[src/rtl/core/lfc_pkg.sv]
package lfc_pkg;

  // fixed sizes of the datapath
  localparam int MAX_TAPS       = 7;
  localparam int SAMPLE_BITS    = 16;
  localparam int COEF_FRAC_BITS = 14;
  localparam int COEF_BITS      = 16;
  localparam int NUM_COEF       = 7;
  localparam int HALF_MAX       = (MAX_TAPS - 1) / 2;
  localparam int HALF_BITS      = 2;
  localparam int CNT_BITS       = 3;
  localparam int COEF_IDX_BITS  = $clog2(NUM_COEF);
  localparam int CFG_IDX_BITS   = 4;
  localparam int CFG_DATA_BITS  = 16;
  localparam int QUEUE_DEPTH    = 4;

  // register map
  localparam logic [CFG_IDX_BITS-1:0] REG_HALF_WIDTH = CFG_IDX_BITS'(0);
  localparam logic [CFG_IDX_BITS-1:0] REG_COEF_FIRST = CFG_IDX_BITS'(1);
  localparam logic [CFG_IDX_BITS-1:0] REG_COEF_LAST  = CFG_IDX_BITS'(NUM_COEF);

  // unity gain in Q1.14
  localparam logic signed [COEF_BITS-1:0] COEF_ONE = COEF_BITS'(1 << COEF_FRAC_BITS);

  typedef logic signed [SAMPLE_BITS-1:0] sample_t;
  typedef logic signed [COEF_BITS-1:0]   coef_t;
  typedef logic [MAX_TAPS-1:0][SAMPLE_BITS-1:0] window_t;

  typedef struct packed {
    sample_t sample;
    logic    line_end;
  } in_item_t;

  typedef struct packed {
    sample_t filtered;
    logic    saturated;
    logic    line_last;
  } out_item_t;

  typedef struct packed {
    logic [CFG_IDX_BITS-1:0]  index;
    logic [CFG_DATA_BITS-1:0] value;
  } cfg_item_t;

  // one pending output: window snapshot and end-of-line mark
  typedef struct packed {
    logic    last;
    window_t win;
  } job_t;

  // clamp half width to what the window can hold
  function automatic logic [HALF_BITS-1:0] eff_half(input logic [HALF_BITS-1:0] h);
    logic [HALF_BITS-1:0] r;
    r = (int'(h) > HALF_MAX) ? HALF_BITS'(HALF_MAX) : h;
    return r;
  endfunction

endpackage

[src/rtl/core/lfc_queue.sv]
module lfc_queue (
  input  logic          clk,
  input  logic          rst,
  input  logic          push,
  input  lfc_pkg::job_t push_data,
  output logic          room,
  input  logic          pop,
  output logic          avail,
  output lfc_pkg::job_t pop_data
);
  import lfc_pkg::*;

  localparam int PTR_BITS = $clog2(QUEUE_DEPTH);
  localparam int CNT_W    = $clog2(QUEUE_DEPTH + 1);

  job_t                entries [QUEUE_DEPTH];
  logic [PTR_BITS-1:0] wptr;
  logic [PTR_BITS-1:0] rptr;
  logic [CNT_W-1:0]    count;

  assign room     = (count != CNT_W'(QUEUE_DEPTH));
  assign avail    = (count != '0);
  assign pop_data = entries[rptr];

  // storage
  always_ff @(posedge clk) begin
    if (push) begin
      entries[wptr] <= push_data;
    end
  end

  // pointers and fill level
  always_ff @(posedge clk) begin
    if (rst) begin
      wptr  <= '0;
      rptr  <= '0;
      count <= '0;
    end else begin
      if (push) begin
        wptr <= (wptr == PTR_BITS'(QUEUE_DEPTH - 1)) ? '0 : wptr + PTR_BITS'(1);
      end
      if (pop) begin
        rptr <= (rptr == PTR_BITS'(QUEUE_DEPTH - 1)) ? '0 : rptr + PTR_BITS'(1);
      end
      if (push && !pop) begin
        count <= count + CNT_W'(1);
      end else if (pop && !push) begin
        count <= count - CNT_W'(1);
      end
    end
  end
endmodule

[config.mk]
export PLATFORM = sky130hd
export DESIGN_NAME = lfc_queue
export DESIGN_NICKNAME = d
export VERILOG_FILES = /design/src/rtl/core/lfc_pkg.sv /design/src/rtl/core/lfc_queue.sv
export SDC_FILE = /design/constraint.sdc
export NUM_CORES = 1
export LEC_CHECK = 0
export BUFFER_PORTS_ARGS = -buffer_cell sky130_fd_sc_hd__buf_2
export CORE_ASPECT_RATIO = 1.25
export CORE_MARGIN = 1.5
export CORE_UTILIZATION = 60
export CTS_BUF_LIST = sky130_fd_sc_hd__clkbuf_4 sky130_fd_sc_hd__clkbuf_8
export CTS_CLUSTER_DIAMETER = 150
export DETAILED_ROUTE_END_ITERATION = 16
export GPL_TIMING_DRIVEN = 0
export PLACE_DENSITY = 0.81
export RECOVER_POWER = 100
export SYNTH_ARGS = -nofsm -noshare
export SYNTH_HDL_FRONTEND = slang
export SYNTH_SLANG_ARGS = --single-unit
[constraint.sdc]
create_clock -name clk -period 9.1 [get_ports clk]
set_input_delay 1.82 -clock clk [delete_from_list [all_inputs] [get_ports clk]]
set_output_delay 1.82 -clock clk [all_outputs]
set_load 0.02 [all_outputs]
==> results of run 1 <==
==> registers in the layout, summed over array words and instances (netlist names), named ones only <==
| name | cells |
|---|---|
| rptr | 2 |
| count | 3 |
| entries | 452 |
| wptr | 2 |
==> kinds of logic after synthesis <==
| family | count (synthesis) | share of synthesized area (%) |
|---|---|---|
| xor gates and xnor gates | 2 | 0.104 |
| and+or+nand+nor | 16 | 0.470 |
| muxes | 117 | 15.4 |
| AOI/OAI and AO/OA | 3 | 0.0895 |
| adders and majority gates | 7 | 0.567 |
| DFF | 461 | 82.0 |
| buffers and inverters | 30 | 1.37 |
==> synthesized netlist by cell type <==
cell                       instances  area [sq um]
sky130_fd_sc_hd__nor3b_1           1          7.51
sky130_fd_sc_hd__fa_1              1          20.0
sky130_fd_sc_hd__a21oi_1           2          10.0
sky130_fd_sc_hd__mux2i_1           4          40.0
sky130_fd_sc_hd__nor2_1            8          30.0
sky130_fd_sc_hd__buf_8             8           120
sky130_fd_sc_hd__and2_1            4          25.0
sky130_fd_sc_hd__clkbuf_1          4          15.0
sky130_fd_sc_hd__dfxtp_1           9           180
sky130_fd_sc_hd__or3_1             2          12.5
sky130_fd_sc_hd__buf_6             1          11.3
sky130_fd_sc_hd__buf_2            12          60.1
sky130_fd_sc_hd__ha_1              6          75.1
sky130_fd_sc_hd__o21ai_0           1          5.00
sky130_fd_sc_hd__xor2_1            2          17.5
sky130_fd_sc_hd__buf_4             1          7.51
sky130_fd_sc_hd__inv_1             4          15.0
sky130_fd_sc_hd__edfxtp_1        452         13600
sky130_fd_sc_hd__nand2_1           1          3.75
sky130_fd_sc_hd__mux4_2          113          2540
==> power by group <==
group          switching, mW  internal, mW  leakage (nW)
Sequential            0.0228          2.44          4.23
Combinational          0.271         0.153          1.17
Clock                  0.712         0.854         0.702
==> routing by layer <==
layer / global-route usage (%) / share of wire, % / up-vias
met1: 25.8 / 37 / 4028
met4: 7.99 / 2.1 / 4
met3: 5.85 / 7.5 / 55
met2: 36.3 / 53 / 277
li1: - / - / 3372
met5: 0 / 0.080 / -
==> per-stage QoR <==
step,instances,setup WS [ps]
global placement,1217,2030
detailed placement,1224,5410
floorplan,636,4200
finish,1346,3230
CTS,1344,4780
global route,1345,2880
==> worst register-to-register path, cell delays in order (launching register included) <==
cell	delay, ps
sky130_fd_sc_hd__dfxtp_1	400
sky130_fd_sc_hd__ha_1	190
sky130_fd_sc_hd__and2_0	1600
sky130_fd_sc_hd__clkbuf_1	2150
==> area by class of cell <==
class,instances,area (sq um)
Buffer,26,203
Sequential cell,461,13800
Clock inverter,24,135
Timing Repair Buffer,238,930
Antenna cell,2,5.00
Inverter,4,15.0
Tap cell,350,438
Multi-Input combinational cell,145,2790
Fill cell,1755,8130
Clock buffer,96,1160
==> path summary, 6_finish.rpt <==
path / from / to / slack (ps) / cells after the start
worst max-delay path: push / entries[3][81] / 3230 / 3
worst min-delay path: count[2] / count[2] / 530 / 2
worst max register to register: wptr[0] / entries[3][81] / 4270 / 3
worst min register to register: count[2] / count[2] / 530 / 2
==> flow_metrics.env, run 1 <==
export IMPL_largest_net_degree_at_the_start_of_global_routing=59
export IMPL_drt_antenna_violating_nets=0
export IMPL_ys_ff_latch=461
export IMPL_core_area_sq_um=27600
export IMPL_timing_hold_ws_ps=532
export IMPL_layout_drive_gt1_share_pct=24.8
export IMPL_power_static_leakage_nw=6.10
export IMPL_cts_hold_buffers=0
export IMPL_drt_first_iter_violations=401
export IMPL_report_power_total_mw=4.45
export IMPL_critical_path_endpoint_type="flip-flop"
export IMPL_worst_path_largest_cell_delay_ps=2140
export IMPL_synth_avg_cell_area_sq_um=26.4
export IMPL_report_final_hold_viol_count=0
export IMPL_remaining_drc_errors=0
export IMPL_num_vias=7736
export IMPL_drt_wirelength_per_cell_um=22.3
export IMPL_placement_io_buffers=231
export IMPL_drt_total_wl_um=30000
export IMPL_timing_critical_path_max_delay_family="buffers and inverters"
export IMPL_finalCoreUtilization_pct=70.5
export IMPL_grt_overflow_total=0
export IMPL_worst_pin_slew_ps=4400
export IMPL_setup_repair_after_global_routing_missed_its_margin="no"
export IMPL_synthToLayoutAreaGrowth_pct=15.9
export IMPL_final_common_cell="sky130_fd_sc_hd__edfxtp_1"
export IMPL_synth_cell_area_sq_um=16800
export IMPL_fmaxAchievable_mhz=170
export IMPL_detailedPlacementHpwl_um=18200
export IMPL_violations="max-capacitance violations, max-slew violations"
export IMPL_setup_violations_final=0
export IMPL_powerDensity_nw_per_um2=229
export IMPL_worst_ep_required_time_ps=9210
export IMPL_clock_sinks=461
export IMPL_clock_root_buffer="sky130_fd_sc_hd__clkbuf_8"
export IMPL_cts_setup_buffers=0
export IMPL_max_slew_headroom_pct=-193
export IMPL_setup_tns_ps=0
export IMPL_status="complete, but fails checks"
export IMPL_synth_yosys_warnings=0
export IMPL_final_period_minus_worst_setup_slack_ps=5870
export IMPL_clock_tree_htree_level_count=3
export IMPL_placed_area_sq_um=18600
export IMPL_worst_ep_arrival_time_ps=5980
export IMPL_crit_path_slowest_cell="sky130_fd_sc_hd__clkbuf_1"
export IMPL_num_rows=68
export IMPL_synthCells=636
export IMPL_grt_usage_pct=21.1
export IMPL_layout_skew_ps=10.2
export IMPL_mostFrequentLayoutCells="452 x sky130_fd_sc_hd__edfxtp_1, 240 x sky130_fd_sc_hd__clkbuf_1, 113 x sky130_fd_sc_hd__mux4_2"
export IMPL_timing_hold_worst_class="flip-flop to flip-flop"
export IMPL_synth_nets=760
export IMPL_clock_latency_ps=570
export IMPL_floorplan_die_area_sq_um=29000
export IMPL_buf_inv_stages_crit_path=2
export IMPL_clockBufferDepth=3
export IMPL_crit_path_frequent_cell="sky130_fd_sc_hd__clkbuf_1"
export IMPL_timing_max_transition_violations_final=410
export IMPL_initial_utilization_pct=60.8
export IMPL_clock_tree_from_tritoncts="done"
export IMPL_min_period_over_period_pct=64.5
export IMPL_start_kind="primary input"
export IMPL_dieWidth_um=153
export IMPL_gp_congestion=0.690
export IMPL_finish_instance_area_sq_um=19400
export IMPL_die_h_um=190
export IMPL_vias_per_cell=5.75
export IMPL_drt_pass1_iterations=5
export IMPL_ctsResizeCount=0
export IMPL_clk_pin_slew_worst_paths_ps=60
export IMPL_grt_antenna_before_repair=3
export IMPL_grt_pass1_vias=8253
export IMPL_synth_cell_type_count=20
export IMPL_cts_made_buffers=68
export IMPL_worstPathCellList="clkbuf_1 -> and2_0 -> clkbuf_1"
export IMPL_critical_path_max_fanout=45
export IMPL_ys_seq_area_share_pct=82.0
export IMPL_peakVddDrop_mv=0.145
export IMPL_fin_nets=1068
export IMPL_cap_viol_max_count=10
export IMPL_crit_type="primary input to flip-flop"
export IMPL_global_route_wire_length_before_repair_um=45600
export IMPL_i_o_pins=232
No activity file was read; power rests on OpenSTA's default activity.
==> run 2: changes to the inputs <==
--- a/config.mk
+++ b/config.mk
@@ -8,12 +8,12 @@
 export BUFFER_PORTS_ARGS = -buffer_cell sky130_fd_sc_hd__buf_2
 export CORE_ASPECT_RATIO = 1.25
 export CORE_MARGIN = 1.5
-export CORE_UTILIZATION = 60
+export CORE_UTILIZATION = 59
 export CTS_BUF_LIST = sky130_fd_sc_hd__clkbuf_4 sky130_fd_sc_hd__clkbuf_8
 export CTS_CLUSTER_DIAMETER = 150
 export DETAILED_ROUTE_END_ITERATION = 16
 export GPL_TIMING_DRIVEN = 0
-export PLACE_DENSITY = 0.81
+export PLACE_DENSITY = 0.8
 export RECOVER_POWER = 100
 export SYNTH_ARGS = -nofsm -noshare
 export SYNTH_HDL_FRONTEND = slang
==> constraint.sdc (replaced) <==
create_clock -name clk -period 5.4 [get_ports clk]
set_input_delay 1.08 -clock clk [delete_from_list [all_inputs] [get_ports clk]]
set_output_delay 1.08 -clock clk [all_outputs]
set_load 0.02 [all_outputs]
==> flow_metrics.env, run 2 (synthesis results as in run 1) <==
export IMPL_initial_utilization_pct=60.3
export IMPL_num_vias=7583
export IMPL_clock_latency_ps=590
export IMPL_global_route_wire_length_before_repair_um=44700
export IMPL_timing_hold_worst_endpoint="count[2]"
export IMPL_clockBufferDepth=3
export IMPL_start_kind="primary input"
export IMPL_gp_congestion=0.701
export IMPL_worst_ep_arrival_time_ps=4350
export IMPL_grt_overflow_total=0
export IMPL_critical_path_max_fanout=54
export IMPL_hold_path_depth=2
export IMPL_largest_net_degree_at_the_start_of_global_routing=59
export IMPL_diodes=0
export IMPL_max_slew_headroom_pct=-101
export IMPL_reg2reg_setup_slack_ps=1550
export IMPL_clk_pin_slew_worst_paths_ps=60
export IMPL_worst_pin_slew_ps=3010
export IMPL_grt_antenna_before_repair=1
export IMPL_fin_nets=1067
export IMPL_dieWidth_um=154
export IMPL_drt_first_iter_violations=423
export IMPL_mostFrequentLayoutCells="452 x sky130_fd_sc_hd__edfxtp_1, 234 x sky130_fd_sc_hd__clkbuf_1, 113 x sky130_fd_sc_hd__mux4_2"
export IMPL_i_o_pins=232
export IMPL_cap_viol_max_count=5
export IMPL_placement_io_buffers=231
export IMPL_drt_total_wl_um=29200
export IMPL_r2r_worst_path_cells=5
export IMPL_die_h_um=192
export IMPL_worst_ep_required_time_ps=5650
export IMPL_final_common_cell="sky130_fd_sc_hd__edfxtp_1"
export IMPL_place_worst_setup_slack_ps=2460
export IMPL_clock_tree_htree_level_count=3
export IMPL_ctsResizeCount=0
export IMPL_layout_drive_gt1_share_pct=24.7
export IMPL_drt_pass1_iterations=5
export IMPL_timing_hold_worst_class="flip-flop to flip-flop"
export IMPL_finish_instance_area_sq_um=19500
export IMPL_drt_antenna_violating_nets=0
export IMPL_cts_setup_buffers=0
export IMPL_report_power_total_mw=7.46
export IMPL_critical_path_reg2reg_endpoint="entries[1][27]"
export IMPL_num_rows=68
export IMPL_detailedPlacementHpwl_um=18200
export IMPL_clock_sinks=461
export IMPL_setup_violations_final=0
export IMPL_rr_startpoint="wptr[1]"
export IMPL_remaining_drc_errors=0
export IMPL_nFillCells=1718
export IMPL_report_final_hold_viol_count=0
export IMPL_hold_path_startpoint="count[2]"
export IMPL_fmaxAchievable_mhz=244
export IMPL_crit_type="primary input to flip-flop"
export IMPL_clock_tree_from_tritoncts="done"
export IMPL_critical_path_endpoint_type="flip-flop"
export IMPL_peakVddDrop_mv=0.254
export IMPL_grt_pass1_vias=8237
export IMPL_cts_made_buffers=67
export IMPL_clock_root_buffer="sky130_fd_sc_hd__clkbuf_8"
export IMPL_grt_usage_pct=20.5
export IMPL_seq_area_sq_um=13800
export IMPL_biggestRegsByFlops="entries (452), count (3)"
export IMPL_multi_input_area_sq_um=2790
export IMPL_placed_area_sq_um=18600
export IMPL_final_period_minus_worst_setup_slack_ps=4100
export IMPL_drt_wirelength_per_cell_um=21.8
export IMPL_floorplan_die_area_sq_um=29500
export IMPL_layout_skew_ps=26.7
export IMPL_status="complete, but fails checks"
export IMPL_setup_repair_after_global_routing_missed_its_margin="no"
export IMPL_top_register="entries"
export IMPL_largest_reg_flops=452
export IMPL_synthToLayoutAreaGrowth_pct=16.2
export IMPL_violations="max-capacitance violations, max-slew violations"
export IMPL_timing_hold_ws_ps=507
export IMPL_timing_max_transition_violations_final=207
export IMPL_cts_hold_buffers=0
export IMPL_power_static_leakage_nw=6.10
export IMPL_core_area_sq_um=27800
export IMPL_min_period_over_period_pct=76.0
export IMPL_vias_per_cell=5.66
export IMPL_powerDensity_nw_per_um2=383
export IMPL_finalCoreUtilization_pct=70.1
export IMPL_final_setup_worst_slack_ps=1300
==> run 2: cell count changes in the layout (fill, tap and decap cells not counted), moves of 2 or more <==
cell	before	now
sky130_fd_sc_hd__inv_6	0	2
sky130_fd_sc_hd__clkbuf_8	71	69
sky130_fd_sc_hd__clkinvlp_4	1	3
sky130_fd_sc_hd__clkinv_1	10	14
sky130_fd_sc_hd__diode_2	2	0
sky130_fd_sc_hd__clkbuf_1	240	234
sky130_fd_sc_hd__buf_16	1	5
sky130_fd_sc_hd__clkinv_2	12	2
sky130_fd_sc_hd__clkbuf_2	0	2
==> run 2: power breakdown <==
| part | total [mW] | switching, mW | internal [mW] |
|---|---|---|---|
| clock network | 2.60 | 1.20 | 1.40 |
| registers | 4.14 | 0.0366 | 4.10 |
| logic | 0.723 | 0.454 | 0.269 |
| total | 7.46 | 1.69 | 5.77 |
==> run 2: final cells by class <==
cell class                 instances  share of cell area, %
multi-input combinational        145                   14.3
buffer                            26                   1.04
timing repair buffer             238                   5.27
clock buffer                      93                   5.80
inverter                           4                 0.0770
clock inverter                    22                  0.680
tap                              350                   2.25
sequential                       461                   70.6
==> run 2: metal layers <==
layer	vias to the layer above	share of wire [%]	global-route usage, %
li1	3363	-	-
met2	248	51	34.1
met5	-	0.051	0
met4	2	2.3	8.48
met3	43	7.6	6.33
met1	3927	39	25.4
==> run 2: critical path, stage by stage <==
cell and delay (ps):
sky130_fd_sc_hd__clkbuf_1 240, sky130_fd_sc_hd__and2_0 1250, sky130_fd_sc_hd__clkbuf_2 1360, sky130_fd_sc_hd__buf_16 320
==> run 2: worst max path at each step <==
stage,start,end,cells past startpoint
after floorplan,push,entries[0][0],1
after global placement,push,entries[1][24],2
after detailed placement,flip-flop,pop_data[34],5
after CTS,flip-flop,pop_data[68],5
after global routing,push,entries[1][80],4
final,push,entries[1][27],4
==> run 2: stage by stage <==
stage               cells  TNS (ps)
CTS                  1339         0
floorplan             636         0
global placement     1217   -356130
global route         1339         0
finish               1339         0
detailed placement   1224         0
