--- config.mk ---
export PLATFORM = sky130hd
export DESIGN_NAME = lfc_back_flat
export DESIGN_NICKNAME = d
export VERILOG_FILES = /design/src/rtl/core/lfc_pkg.sv /design/src/rtl/core/lfc_chan_if.sv /design/src/rtl/core/lfc_back.sv /design/src/flat_wrapper.sv
export SDC_FILE = /design/constraint.sdc
export NUM_CORES = 1
export LEC_CHECK = 0
export BUFFER_PORTS_ARGS = -buffer_cell sky130_fd_sc_hd__buf_2
export CELL_PAD_IN_SITES_DETAIL_PLACEMENT = 1
export CELL_PAD_IN_SITES_GLOBAL_PLACEMENT = 1
export CORE_AREA = 2 2 90 92
export DETAILED_ROUTE_END_ITERATION = 12
export DIE_AREA = 0 0 92 94
export HOLD_SLACK_MARGIN = 0.06
export PLACE_DENSITY = 0.95
export SLEW_MARGIN = 40
export SYNTH_ARGS = -nofsm -noshare
export SYNTH_HDL_FRONTEND = slang
export SYNTH_SLANG_ARGS = --single-unit
--- constraint.sdc ---
create_clock -name clk -period 0.85 [get_ports clk]
set_clock_uncertainty 0.05 [all_clocks]
set_input_delay 0.1275 -clock clk [delete_from_list [all_inputs] [get_ports clk]]
set_output_delay 0.1275 -clock clk [all_outputs]
set_load 0.01 [all_outputs]
--- src/rtl/core/lfc_pkg.sv ---
package lfc_pkg;

  // fixed sizes of the datapath
  localparam int MAX_TAPS       = 7;
  localparam int SAMPLE_BITS    = 16;
  localparam int COEF_FRAC_BITS = 14;
  localparam int COEF_BITS      = 16;
  localparam int NUM_COEF       = 7;
  localparam int HALF_MAX       = (MAX_TAPS - 1) / 2;
  localparam int HALF_BITS      = 2;
  localparam int CNT_BITS       = 3;
  localparam int COEF_IDX_BITS  = $clog2(NUM_COEF);
  localparam int CFG_IDX_BITS   = 4;
  localparam int CFG_DATA_BITS  = 16;
  localparam int QUEUE_DEPTH    = 4;

  // register map
  localparam logic [CFG_IDX_BITS-1:0] REG_HALF_WIDTH = CFG_IDX_BITS'(0);
  localparam logic [CFG_IDX_BITS-1:0] REG_COEF_FIRST = CFG_IDX_BITS'(1);
  localparam logic [CFG_IDX_BITS-1:0] REG_COEF_LAST  = CFG_IDX_BITS'(NUM_COEF);

  // unity gain in Q1.14
  localparam logic signed [COEF_BITS-1:0] COEF_ONE = COEF_BITS'(1 << COEF_FRAC_BITS);

  typedef logic signed [SAMPLE_BITS-1:0] sample_t;
  typedef logic signed [COEF_BITS-1:0]   coef_t;
  typedef logic [MAX_TAPS-1:0][SAMPLE_BITS-1:0] window_t;

  typedef struct packed {
    sample_t sample;
    logic    line_end;
  } in_item_t;

  typedef struct packed {
    sample_t filtered;
    logic    saturated;
    logic    line_last;
  } out_item_t;

  typedef struct packed {
    logic [CFG_IDX_BITS-1:0]  index;
    logic [CFG_DATA_BITS-1:0] value;
  } cfg_item_t;

  // one pending output: window snapshot and end-of-line mark
  typedef struct packed {
    logic    last;
    window_t win;
  } job_t;

  // clamp half width to what the window can hold
  function automatic logic [HALF_BITS-1:0] eff_half(input logic [HALF_BITS-1:0] h);
    logic [HALF_BITS-1:0] r;
    r = (int'(h) > HALF_MAX) ? HALF_BITS'(HALF_MAX) : h;
    return r;
  endfunction

endpackage

--- src/rtl/core/lfc_chan_if.sv ---
interface lfc_chan_if #(
  parameter type payload_t = logic
) ();
  logic     valid;
  logic     ready;
  payload_t data;

  modport source (output valid, output data, input ready);
  modport sink (input valid, input data, output ready);
endinterface

--- src/rtl/core/lfc_back.sv ---
module lfc_back (
  input  logic                          clk,
  input  logic                          rst,
  input  logic                          avail,
  input  lfc_pkg::job_t                 job,
  output logic                          pop,
  input  logic [lfc_pkg::HALF_BITS-1:0] half,
  input  lfc_pkg::coef_t                coefs [lfc_pkg::NUM_COEF],
  lfc_chan_if.source                    results
);
  import lfc_pkg::*;

  localparam int PROD_BITS = SAMPLE_BITS + COEF_BITS;
  localparam int SUM_BITS  = PROD_BITS + $clog2(MAX_TAPS);
  localparam int Q_BITS    = SUM_BITS - COEF_FRAC_BITS;
  localparam logic signed [SUM_BITS-1:0] RND   = SUM_BITS'(1) <<< (COEF_FRAC_BITS - 1);
  localparam logic signed [Q_BITS-1:0]   Q_MAX = Q_BITS'((2 ** (SAMPLE_BITS - 1)) - 1);
  localparam logic signed [Q_BITS-1:0]   Q_MIN = -Q_MAX - Q_BITS'(1);

  logic                        en;
  coef_t                       coef_sel [MAX_TAPS];
  logic signed [PROD_BITS-1:0] prod [MAX_TAPS];
  logic                        v1;
  logic                        last1;
  logic signed [SUM_BITS-1:0]  sum_comb;
  logic signed [SUM_BITS-1:0]  sum;
  logic                        v2;
  logic                        last2;
  logic signed [SUM_BITS-1:0]  rounded;
  logic signed [Q_BITS-1:0]    q;
  logic                        ov;
  out_item_t                   od;
  out_item_t                   od_comb;

  // whole pipe moves unless the output register is held
  assign en            = !ov || results.ready;
  assign pop           = en && avail;
  assign results.valid = ov;
  assign results.data  = od;

  // tap j weights window slot MAX_TAPS-1-2h+j
  always_comb begin
    int j;
    j = 0;
    for (int i = 0; i < MAX_TAPS; i++) begin
      j = i + 2 * int'(half) - (MAX_TAPS - 1);
      coef_sel[i] = (j >= 0 && j < NUM_COEF) ? coefs[COEF_IDX_BITS'(j)] : '0;
    end
  end

  // stage 1: products
  always_ff @(posedge clk) begin
    if (en) begin
      for (int i = 0; i < MAX_TAPS; i++) begin
        prod[i] <= $signed(job.win[i]) * coef_sel[i];
      end
      last1 <= job.last;
    end
  end

  // stage 2: sum of products
  always_comb begin
    sum_comb = '0;
    for (int i = 0; i < MAX_TAPS; i++) begin
      sum_comb = sum_comb + SUM_BITS'(prod[i]);
    end
  end

  always_ff @(posedge clk) begin
    if (en) begin
      sum   <= sum_comb;
      last2 <= last1;
    end
  end

  // stage 3: round half up, floor, clip
  always_comb begin
    rounded = sum + RND;
    q       = $signed(rounded[SUM_BITS-1:COEF_FRAC_BITS]);
    od_comb.line_last = last2;
    if (q > Q_MAX) begin
      od_comb.filtered  = Q_MAX[SAMPLE_BITS-1:0];
      od_comb.saturated = 1'b1;
    end else if (q < Q_MIN) begin
      od_comb.filtered  = Q_MIN[SAMPLE_BITS-1:0];
      od_comb.saturated = 1'b1;
    end else begin
      od_comb.filtered  = q[SAMPLE_BITS-1:0];
      od_comb.saturated = 1'b0;
    end
  end

  always_ff @(posedge clk) begin
    if (en) begin
      od <= od_comb;
    end
  end

  // stage valid bits
  always_ff @(posedge clk) begin
    if (rst) begin
      v1 <= 1'b0;
      v2 <= 1'b0;
      ov <= 1'b0;
    end else if (en) begin
      v1 <= avail;
      v2 <= v1;
      ov <= v2;
    end
  end
endmodule

--- src/flat_wrapper.sv ---
// flat-port wrapper written by rule: the top's interface ports become plain ports
module lfc_back_flat import lfc_pkg::*;
  (clk, rst, avail, job, pop, half, coefs, results_valid, results_data, results_ready);
  lfc_chan_if results_i ();
  input  logic clk;
  input  logic rst;
  input  logic avail;
  input  lfc_pkg::job_t job;
  output logic pop;
  input  logic [lfc_pkg::HALF_BITS-1:0] half;
  input  lfc_pkg::coef_t coefs[lfc_pkg::NUM_COEF];
  output wire logic [$bits(results_i.valid)-1:0] results_valid;
  output wire logic [$bits(results_i.data)-1:0] results_data;
  input wire logic [$bits(results_i.ready)-1:0] results_ready;
  assign results_valid = results_i.valid;
  assign results_data = results_i.data;
  assign results_i.ready = results_ready;
  lfc_back u_core (.clk(clk), .rst(rst), .avail(avail), .job(job), .pop(pop), .half(half), .coefs(coefs), .results(results_i));
endmodule
==> results of run 1 <==
cell usage after synthesis:
cell and instances:
a21oi_1 1, and2_1 1, buf_6 1, dfxtp_1 3
edfxtp_1 3, inv_1 1, mux2i_1 2, nand2b_1 3
nand2b_4 1
kinds of logic (layout without fill, tap and decap cells):
| family | after synthesis | in the layout | synth area share (%) |
|---|---|---|---|
| buffers and inverters | 2 | 16 | 6.555 |
| AND/OR/NAND/NOR | 5 | 5 | 16.94 |
| AO/OA/AOI/OAI | 1 | 1 | 2.184 |
| multiplexers | 2 | 2 | 8.744 |
| flip-flops | 6 | 6 | 65.58 |
through the flow:
step	hold WS, ps	cell area [µm²]	std cells
6_report	136.7	481.7	132
5_1_grt	154.5	481.7	132
4_1_cts	131.7	486.7	133
3_5_place_dp	258.5	394.1	125
3_3_place_gp	256.1	394.1	125
2_1_floorplan	136.9	235.2	16
area by class of cell:
type / instances / share of cell area [%]
Sequential cell: 6 / 31.95
Inverter: 1 / 0.7792
Multi-Input combinational cell: 8 / 13.77
Timing Repair Buffer: 11 / 17.66
Tap cell: 102 / 26.49
Clock buffer: 4 / 9.351
routing by layer:
layer / GRT usage (%) / wire length [µm] / up-vias
li1: - / - / 79
met1: 1.985 / 312 / 76
met4: 1.119 / 0 / 0
met2: 2.022 / 276 / 8
met5: 0 / 0 / -
met3: 2.327 / 116 / 0
worst max path at each step:
stage	from	end	slack (ps)	cells after the start
3_5_place_dp	u_core.results.valid	u_core.v2	-60	3
6_report	u_core.results.valid	pop	-200	3
2_1_floorplan	u_core.results.valid	u_core.last1	-3	2
4_1_cts	u_core.results.valid	pop	-220	3
5_1_grt	u_core.results.valid	pop	-240	3
3_3_place_gp	u_core.results.valid	pop	-20	3
repair_timing:
item                                    in CTS  in global routing
hold endpoints to repair                     2                  0
gates resized for setup                      3                  0
buffers inserted                             2                  0
endpoints found under the setup margin       5                  9
hold buffers                                 2                  0
power by group through the flow:
stage / Combinational (µW) / Sequential (µW) / Clock (µW)
2_1_floorplan: 23.2 / 335 / 0
3_3_place_gp: 49.1 / 332 / 0
3_5_place_dp: 51.0 / 333 / 0
4_1_cts: 70.2 / 328 / 489
5_1_grt: 71.8 / 330 / 510
6_report: 65.8 / 328 / 461
critical path: cells and delay by family (launching register included):
family	cells	cell delay, ps
buf+inv	1	110
flops	1	350
simple gates	2	190
state kept, by name, indices dropped and copies added, names as in the netlist:
| register | flops |
|---|---|
| u_core.last1 | 1 |
| u_core.last2 | 1 |
| u_core.results.data | 1 |
| u_core.results.valid | 1 |
| u_core.v1 | 1 |
| u_core.v2 | 1 |
==> results.py, run 1 <==
metrics = {
    "drt": {
        "num_vias": 163,
        "detail-route-antenna-nets": 0,
        "detail_route.first_pass.iterations": 2,
        "post_drt_wl_per_cell_um": 5.341,
        "routed_via_density": 1.235,
        "routed_wirelength_um": 705,
        "detail_route.drc_violations": 0,
        "drt_iter0_drc": 8,
    },
    "global_route": {
        "grt_max_degree": 6,
        "first_global_vias": 193,
        "grt-ovfl-total": 0,
        "gr-usage-all-layers_pct": 1.897,
        "grt_first_pass_wirelength_um": 1055,
        "number_of_antenna_violations_at_the_first_check_in_global_routing": 0,
    },
    "worst_setup_path": {
        "critical_path_peak_fanout": 2,
        "critical_path.max_stage_delay_ps": 350,
        "worst_setup_path_end_kind": "output port",
        "reg2reg_to": "u_core.v2",
        "series_of_cell_instances_along_the_critical_path": "nand2b_4 > and2_4 > buf_6",
        "timing.critical_path.slowest_stage_cell": "dfxtp_4",
        "rr_startpoint": "u_core.results.valid",
        "crit_path_arrival_time_ps": 880,
        "timing.setup.critical_path_class": "register to output port",
        "r2r_depth": 4,
        "rrSetupSlack_ps": -160,
        "critPathLaunchType": "register",
        "worstPathRequired_ps": 670,
    },
    "yosys": {
        "synth.top_cell.area_share_pct": 39.34,
        "syn-num-nets": 247,
        "syn_inst": 16,
        "biggest_area_consumer_among_synthesized_cells": "edfxtp_1",
        "yosysWarnings": 0,
        "ys_types": 9,
        "ys_ff_latch": 6,
        "syn_area_um2": 229.0,
        "yosys-top-cells-area": "edfxtp_1, dfxtp_1, mux2i_1",
        "synthesis.area_per_instance_um2": 14.31,
        "synth_sequential_area_ratio_pct": 65.57,
    },
    "hold_path": {
        "hold_path_end": "u_core.v1",
        "hold_start": "avail",
        "worstHoldPathCells": 3,
        "hold_path.class": "input pin to register",
    },
    "floorplan": {
        "die-area_um2": 8648,
        "ios": 234,
        "die_height_um": 94,
        "design.core.area_um2": 7607,
        "start_util_pct": 3.010,
        "die_width_um": 92,
        "row_count": 32,
    },
    "timing": {
        "worst_slack_ps": -204.7,
        "timing_hold_violations_final": 0,
        "period_minus_slack_ps": 1055,
        "setup_viol": 8,
        "period_share_pct": 124.1,
        "worstMarginPinSlew_ps": 163.4,
        "rsz0062_at_grt": "true",
        "final-max-slew-violation-count": 0,
        "timing.max_slew.rel_slack_pct": 88.79,
        "setup_tns_ps": -752.5,
        "max_freq_mhz": 948.1,
    },
    "clock_tree": {
        "cts_buffer_depth": 2,
        "tritoncts": "done",
        "root_buffer": "clkbuf_8",
        "cts_inserted_buffers": 3,
        "clock_latency_ps": 220,
        "clkSinkCount": 6,
        "cts_htree_levels": 1,
        "clkTransAtPathRegs_ps": 40,
    },
    "flow_run": {
        "max_cap_viol_count": 0,
    },
    "pwr": {
        "switchingPower_uw": 168.5,
        "fraction_of_power_spent_switching_nets_pct": 19.71,
        "power_frac_seq_pct": 38.4,
        "power_report.internal_total_uw": 686.2,
        "ir_worst_vdd_uv": 262.1,
        "total_leakage_power_uw": 0.0001685,
        "pwr-share-comb_pct": 7.7,
        "finalPower_uw": 854.7,
        "powerDensity_nw_per_um2": 1774,
        "power_frac_clock_pct": 53.9,
    },
    "outcome": {
        "violations": "setup timing",
        "status": "complete, but fails checks",
    },
    "place": {
        "buffer_ports.inserted": 7,
        "detailedPlace.worstSlack_ps": -57.42,
        "dp_hpwl_um": 536.2,
        "gp_routability_congestion": 0.5960,
    },
    "layout": {
        "antenna-diode-count": 0,
        "fillers": 918,
        "fraction_of_layout_cells_with_a_size_suffix_above_1_pct": 50.00,
        "area_growth_pct": 110.4,
        "layout.cells.most_common_list": "buf_2, nand2b_1, clkbuf_8, buf_4, edfxtp_1",
        "final_util_pct": 6.332,
        "seqCellArea_um2": 153.9,
        "layout.cells.most_common": "buf_2",
        "multi_input_area_um2": 66.31,
        "num-nets-final": 262,
    },
}
Power figures use the tool's default switching activity.
==> run 2, diff against run 1 <==
--- a/config.mk
+++ b/config.mk
@@ -12,7 +12,9 @@
 export DETAILED_ROUTE_END_ITERATION = 12
 export DIE_AREA = 0 0 92 94
 export HOLD_SLACK_MARGIN = 0.06
+export MAX_ROUTING_LAYER = met4
 export PLACE_DENSITY = 0.95
+export REMOVE_ABC_BUFFERS = 1
 export SLEW_MARGIN = 40
 export SYNTH_ARGS = -nofsm -noshare
 export SYNTH_HDL_FRONTEND = slang
==> run 2 against run 1 <==
The run still ends with setup timing left. Final cell count grew 0.76%. Clock-buffer cell count did not move. Utilization increased by 0.20 points. Combinational power is 7.8% higher. Sequential share of layout area is 0.97 points lower. Largest cell class unchanged. Largest power group unchanged.
==> results.py, run 2 (synthesis results as in run 1) <==
metrics = {
    "global_route": {
        "first_global_vias": 192,
        "grt-ovfl-total": 0,
        "gr-usage-all-layers_pct": 2.141,
        "grt_max_degree": 7,
        "grt_first_pass_wirelength_um": 1097,
        "number_of_antenna_violations_at_the_first_check_in_global_routing": 0,
    },
    "floorplan": {
        "start_util_pct": 3.010,
        "design.core.area_um2": 7607,
        "ios": 234,
        "die-area_um2": 8648,
        "die_height_um": 94,
        "row_count": 32,
        "die_width_um": 92,
    },
    "outcome": {
        "violations": "setup timing",
        "status": "complete, but fails checks",
    },
    "drt": {
        "routed_wirelength_um": 732,
        "routedLengthMet1_um": 403,
        "num_vias": 167,
        "detail_route.drc_violations": 0,
        "detail-route-antenna-nets": 0,
        "routed.top_layer": "met3",
        "met3RoutedLength_um": 81,
        "met2_length_um": 247,
        "routed_via_density": 1.256,
        "drt_iter0_drc": 5,
        "detail_route.first_pass.iterations": 3,
        "post_drt_wl_per_cell_um": 5.504,
    },
    "timing": {
        "worst_slack_ps": -206.5,
        "period_minus_slack_ps": 1057,
        "max_freq_mhz": 946.5,
        "final-max-slew-violation-count": 0,
        "setup_viol": 9,
        "rsz0062_at_grt": "true",
        "timing.max_slew.rel_slack_pct": 91.66,
        "final.hold.worst_slack_ps": 148.8,
        "timing_hold_violations_final": 0,
        "worstMarginPinSlew_ps": 121.5,
        "period_share_pct": 124.3,
    },
    "layout": {
        "area_growth_pct": 116.9,
        "layout.cells.most_common": "buf_2",
        "layout.cells.most_common_list": "buf_2, nand2b_1, clkbuf_8, buf_6, edfxtp_1",
        "fillers": 923,
        "num-nets-final": 263,
        "antenna-diode-count": 0,
        "fraction_of_layout_cells_with_a_size_suffix_above_1_pct": 54.84,
    },
    "worst_setup_path": {
        "critPathLaunchType": "register",
        "timing.setup.critical_path_class": "register to output port",
        "worstPathRequired_ps": 670,
        "r2r_depth": 3,
        "crit_path_arrival_time_ps": 880,
        "worst_setup_path_end_kind": "output port",
        "critical_path_peak_fanout": 2,
    },
    "place": {
        "gp_routability_congestion": 0.6086,
        "detailedPlace.worstSlack_ps": -53.71,
        "buffer_ports.inserted": 7,
        "dp_hpwl_um": 530.6,
    },
    "clock_tree": {
        "root_buffer": "clkbuf_8",
        "clkTransAtPathRegs_ps": 40,
        "clkSinkCount": 6,
        "cts_htree_levels": 1,
        "cts_buffer_depth": 2,
        "clock_latency_ps": 220,
        "tritoncts": "done",
        "cts_inserted_buffers": 3,
    },
    "pwr": {
        "power_frac_clock_pct": 53.2,
        "ir_worst_vdd_uv": 382.0,
        "switchingPower_uw": 169.3,
        "fraction_of_power_spent_switching_nets_pct": 19.70,
        "total_leakage_power_uw": 0.0001831,
        "powerDensity_nw_per_um2": 1730,
        "power_frac_seq_pct": 38.6,
        "pwr-share-comb_pct": 8.3,
        "power_report.internal_total_uw": 689.9,
    },
    "hold_path": {
        "hold_path.class": "input pin to register",
        "worstHoldPathCells": 3,
    },
    "flow_run": {
        "max_cap_viol_count": 0,
    },
}
==> run 2: cell types whose count changed in the layout (fill, tap and decap cells not counted) <==
cell and delta:
buf_4 -1, buf_2 +1, dlymetal6s4s_1 +1, a21oi_1 -1
dlygate4sd3_1 -1, a21oi_2 +1, buf_6 +1
==> run 2: power groups by stage <==
stage | sequential (µW) | combinational [µW] | clock (µW)
2_1_floorplan | 336 | 18.3 | 0
3_3_place_gp | 336 | 47.6 | 0
3_5_place_dp | 336 | 49.4 | 0
4_1_cts | 334 | 66.9 | 480
5_1_grt | 333 | 76.8 | 493
6_report | 331 | 70.9 | 457
==> run 2: layout make-up <==
type                       count  area (µm²)  area share, %
sequential                     6       153.9          30.98
tap                          102       127.6          25.69
timing repair buffer          12       96.34          19.40
multi-input combinational      8       70.07          14.11
clock buffer                   4       45.04          9.068
inverter                       1       3.754         0.7557
==> run 2: path summary, 6_finish.rpt <==
| path | slack [ps] | startpoint | endpoint |
|---|---|---|---|
| max | -210 | u_core.results.valid | pop |
| min | 150 | avail | u_core.v1 |
| max reg2reg | -120 | u_core.results.valid | u_core.last2 |
| min reg2reg | 380 | u_core.last2 | u_core.results.data |
==> run 2: per-stage QoR <==
step / instances / power, µW / setup TNS [ps] / util [%] / area, µm²
detailed placement: 126 / 385.6 / -195.1 / 5.197 / 395.4
global placement: 126 / 383.5 / -179.5 / 5.197 / 395.4
global route: 133 / 902.6 / -1211 / 6.530 / 496.7
floorplan: 15 / 354.8 / -16.91 / - / 217.7
CTS: 132 / 880.3 / -574.9 / 6.266 / 476.7
finish: 133 / 859.2 / -1015 / 6.530 / 496.7
==> run 2: critical path, stage by stage (launching register included) <==
cell	delay (ps)
dfxtp_4	350
nand2b_4	60
and2_4	140
buf_6	110
==> run 2: timing repair <==
action | in CTS | in global routing
endpoints found under the hold margin | 2 | 0
endpoints found under the setup margin | 9 | 10
buffers inserted | 0 | 1
hold buffers | 2 | 0
pin swaps | 1 | 1
gates resized for setup | 5 | 4
==> run 2: layer usage <==
metal  track usage [%]  up-vias
met1             2.472       77
met3             2.488        0
li1                  -       81
met2             1.777        9
met4             1.493        0
met5                 -        -
==> run 3, diff against run 2 <==
--- a/config.mk
+++ b/config.mk
@@ -6,14 +6,12 @@
 export NUM_CORES = 1
 export LEC_CHECK = 0
 export BUFFER_PORTS_ARGS = -buffer_cell sky130_fd_sc_hd__buf_2
-export CELL_PAD_IN_SITES_DETAIL_PLACEMENT = 1
-export CELL_PAD_IN_SITES_GLOBAL_PLACEMENT = 1
 export CORE_AREA = 2 2 90 92
 export DETAILED_ROUTE_END_ITERATION = 12
 export DIE_AREA = 0 0 92 94
 export HOLD_SLACK_MARGIN = 0.06
 export MAX_ROUTING_LAYER = met4
-export PLACE_DENSITY = 0.95
+export PLACE_DENSITY = 0.4
 export REMOVE_ABC_BUFFERS = 1
 export SLEW_MARGIN = 40
 export SYNTH_ARGS = -nofsm -noshare
==> run 3 against run 2 <==
Final area is 0.76% higher. Routed wire length is 42% lower. The flow still finishes with violations (setup timing). Utilization hardly changed. Clock-buffer cell count stayed put. Sequential power hardly changed. Final cell count is 0.75% higher.
==> results.py, run 3 (synthesis results as in run 1) <==
metrics = {
    "worst_setup_path": {
        "worstPathRequired_ps": 670,
        "critical_path.max_stage_delay_ps": 340,
        "crit_path_arrival_time_ps": 850,
        "timing.critical_path.buf_inv": 1,
        "rrSetupSlack_ps": -160,
        "timing.critical_path.slowest_stage_cell": "dfxtp_2",
        "timing.setup.critical_path_class": "register to output port",
        "series_of_cell_instances_along_the_critical_path": "nand2b_4 > and2_4 > buf_6",
        "reg2reg_to": "u_core.last1",
        "r2r_depth": 4,
        "critical_path_peak_fanout": 2,
        "critPathLaunchType": "register",
        "worst_setup_path_end_kind": "output port",
        "rr_startpoint": "u_core.results.valid",
        "timing.critical_path.max_delay_family": "flip-flops",
    },
    "timing": {
        "period_share_pct": 121.3,
        "final.hold.worst_slack_ps": 136.6,
        "max_freq_mhz": 969.9,
        "period_minus_slack_ps": 1031,
        "setup_viol": 9,
        "rsz0062_at_grt": "true",
        "final-max-slew-violation-count": 0,
        "timing.max_slew.rel_slack_pct": 92.06,
        "worst_slack_ps": -181.0,
        "timing_hold_violations_final": 0,
        "worstMarginPinSlew_ps": 115.8,
    },
    "layout": {
        "seqCellArea_um2": 151.4,
        "fraction_of_layout_cells_with_a_size_suffix_above_1_pct": 56.25,
        "fillers": 914,
        "post_route_cell_area_um2": 500.5,
        "area_growth_pct": 118.6,
        "layout.cells.most_common": "buf_2",
        "layout.cells.most_common_list": "buf_2, buf_6, nand2b_1, clkbuf_8, edfxtp_1",
        "antenna-diode-count": 0,
        "multi_input_area_um2": 70.07,
        "num-nets-final": 264,
    },
    "floorplan": {
        "ios": 234,
        "design.core.area_um2": 7607,
        "die-area_um2": 8648,
        "die_height_um": 94,
        "row_count": 32,
        "start_util_pct": 3.010,
        "die_width_um": 92,
    },
    "drt": {
        "routed_wirelength_um": 422,
        "detail_route.first_pass.iterations": 2,
        "detail_route.drc_violations": 0,
        "num_vias": 167,
        "drt_iter0_drc": 12,
        "post_drt_wl_per_cell_um": 3.149,
        "routed_via_density": 1.246,
        "detail-route-antenna-nets": 0,
    },
    "place": {
        "placed_cell_area_um2": 395.4,
        "buffer_ports.inserted": 7,
        "dp_hpwl_um": 267.8,
        "gp_routability_congestion": 0.5786,
    },
    "clock_tree": {
        "tritoncts": "done",
        "clkSinkCount": 6,
        "clock_latency_ps": 220,
        "clkTransAtPathRegs_ps": 40,
        "root_buffer": "clkbuf_8",
        "cts_buffer_depth": 2,
        "cts_htree_levels": 1,
        "cts_inserted_buffers": 3,
    },
    "hold_path": {
        "hold_start": "avail",
        "worstHoldPathCells": 3,
        "hold_path.class": "input pin to register",
        "hold_path_end": "u_core.v1",
    },
    "global_route": {
        "grt_first_pass_wirelength_um": 738,
        "grt-ovfl-total": 0,
        "gr-usage-all-layers_pct": 1.306,
        "number_of_antenna_violations_at_the_first_check_in_global_routing": 0,
        "grt_max_degree": 5,
        "first_global_vias": 180,
    },
    "pwr": {
        "total_leakage_power_uw": 0.0001797,
        "powerDensity_nw_per_um2": 1710,
        "ir_worst_vdd_uv": 546.6,
    },
    "outcome": {
        "status": "complete, but fails checks",
        "violations": "setup timing",
    },
    "flow_run": {
        "max_cap_viol_count": 0,
    },
}
-- run 3: changes by cell type in the layout (fill, tap and decap cells not counted) --
cell / change
dfxtp_4: -1
dlymetal6s4s_1: -1
dfxtp_2: +1
buf_6: +1
buf_2: +1
dlygate4sd3_1: +1
buf_4: -1
-- run 3: repair_timing --
item,CTS,global route
hold buffers,2,0
gates resized for setup,4,3
endpoints found under the setup margin,6,9
pin swaps,1,1
endpoints found under the hold margin,2,0
buffers inserted,1,1
-- run 3: worst reg2reg max path, cell delays in order (launching register included) --
cell and delay, ps:
dfxtp_2 340, nand2b_4 50, buf_4 130, buf_6 110, buf_6 110
-- run 3: routing by layer --
layer | vias up | GRT usage [%] | part of all wire (%)
met1 | 71 | 1.311 | 48
met3 | 2 | 0.4815 | 7.1
met5 | - | - | 0
met2 | 8 | 1.471 | 42
li1 | 86 | - | -
met4 | 0 | 2.239 | 2.1
-- run 3: worst max path at each step --
stage / slack [ps] / start / endpoint / cells past startpoint
2_1_floorplan: -20 / u_core.results.valid / pop / 2
3_3_place_gp: -30 / u_core.results.valid / pop / 3
3_5_place_dp: -6 / u_core.results.valid / pop / 3
4_1_cts: -200 / u_core.results.valid / pop / 3
5_1_grt: -210 / u_core.results.valid / pop / 3
6_report: -180 / u_core.results.valid / pop / 3
-- run 3: power breakdown --
group / internal (µW) / total [µW] / leakage, µW / switching (µW)
Sequential: 324 / 331 / 0.0000567 / 6.50
Clock: 324 / 459 / 0.0000228 / 135
Combinational: 42.7 / 66.7 / 0.000100 / 24.0
Total: 691 / 856 / 0.000180 / 165
-- run 3: area by class of cell --
class                      count  share of cell area, %
sequential                     6                  30.25
tap                          102                  25.50
timing repair buffer          13                  20.50
multi-input combinational      8                  14.00
clock buffer                   4                  9.000
inverter                       1                 0.7500
-- run 3: through the flow --
step / cells / setup slack, ps / utilization (%) / TNS (ps) / power [µW]
finish: 134 / -181.0 / 6.579 / -1171 / 856.0
global placement: 126 / -34.34 / 5.197 / -80.53 / 380.0
detailed placement: 126 / -6.430 / 5.197 / -6.430 / 380.1
floorplan: 15 / -16.91 / - / -16.91 / 354.8
CTS: 133 / -203.8 / 6.316 / -679.6 / 864.2
global route: 134 / -205.6 / 6.579 / -1406 / 890.4
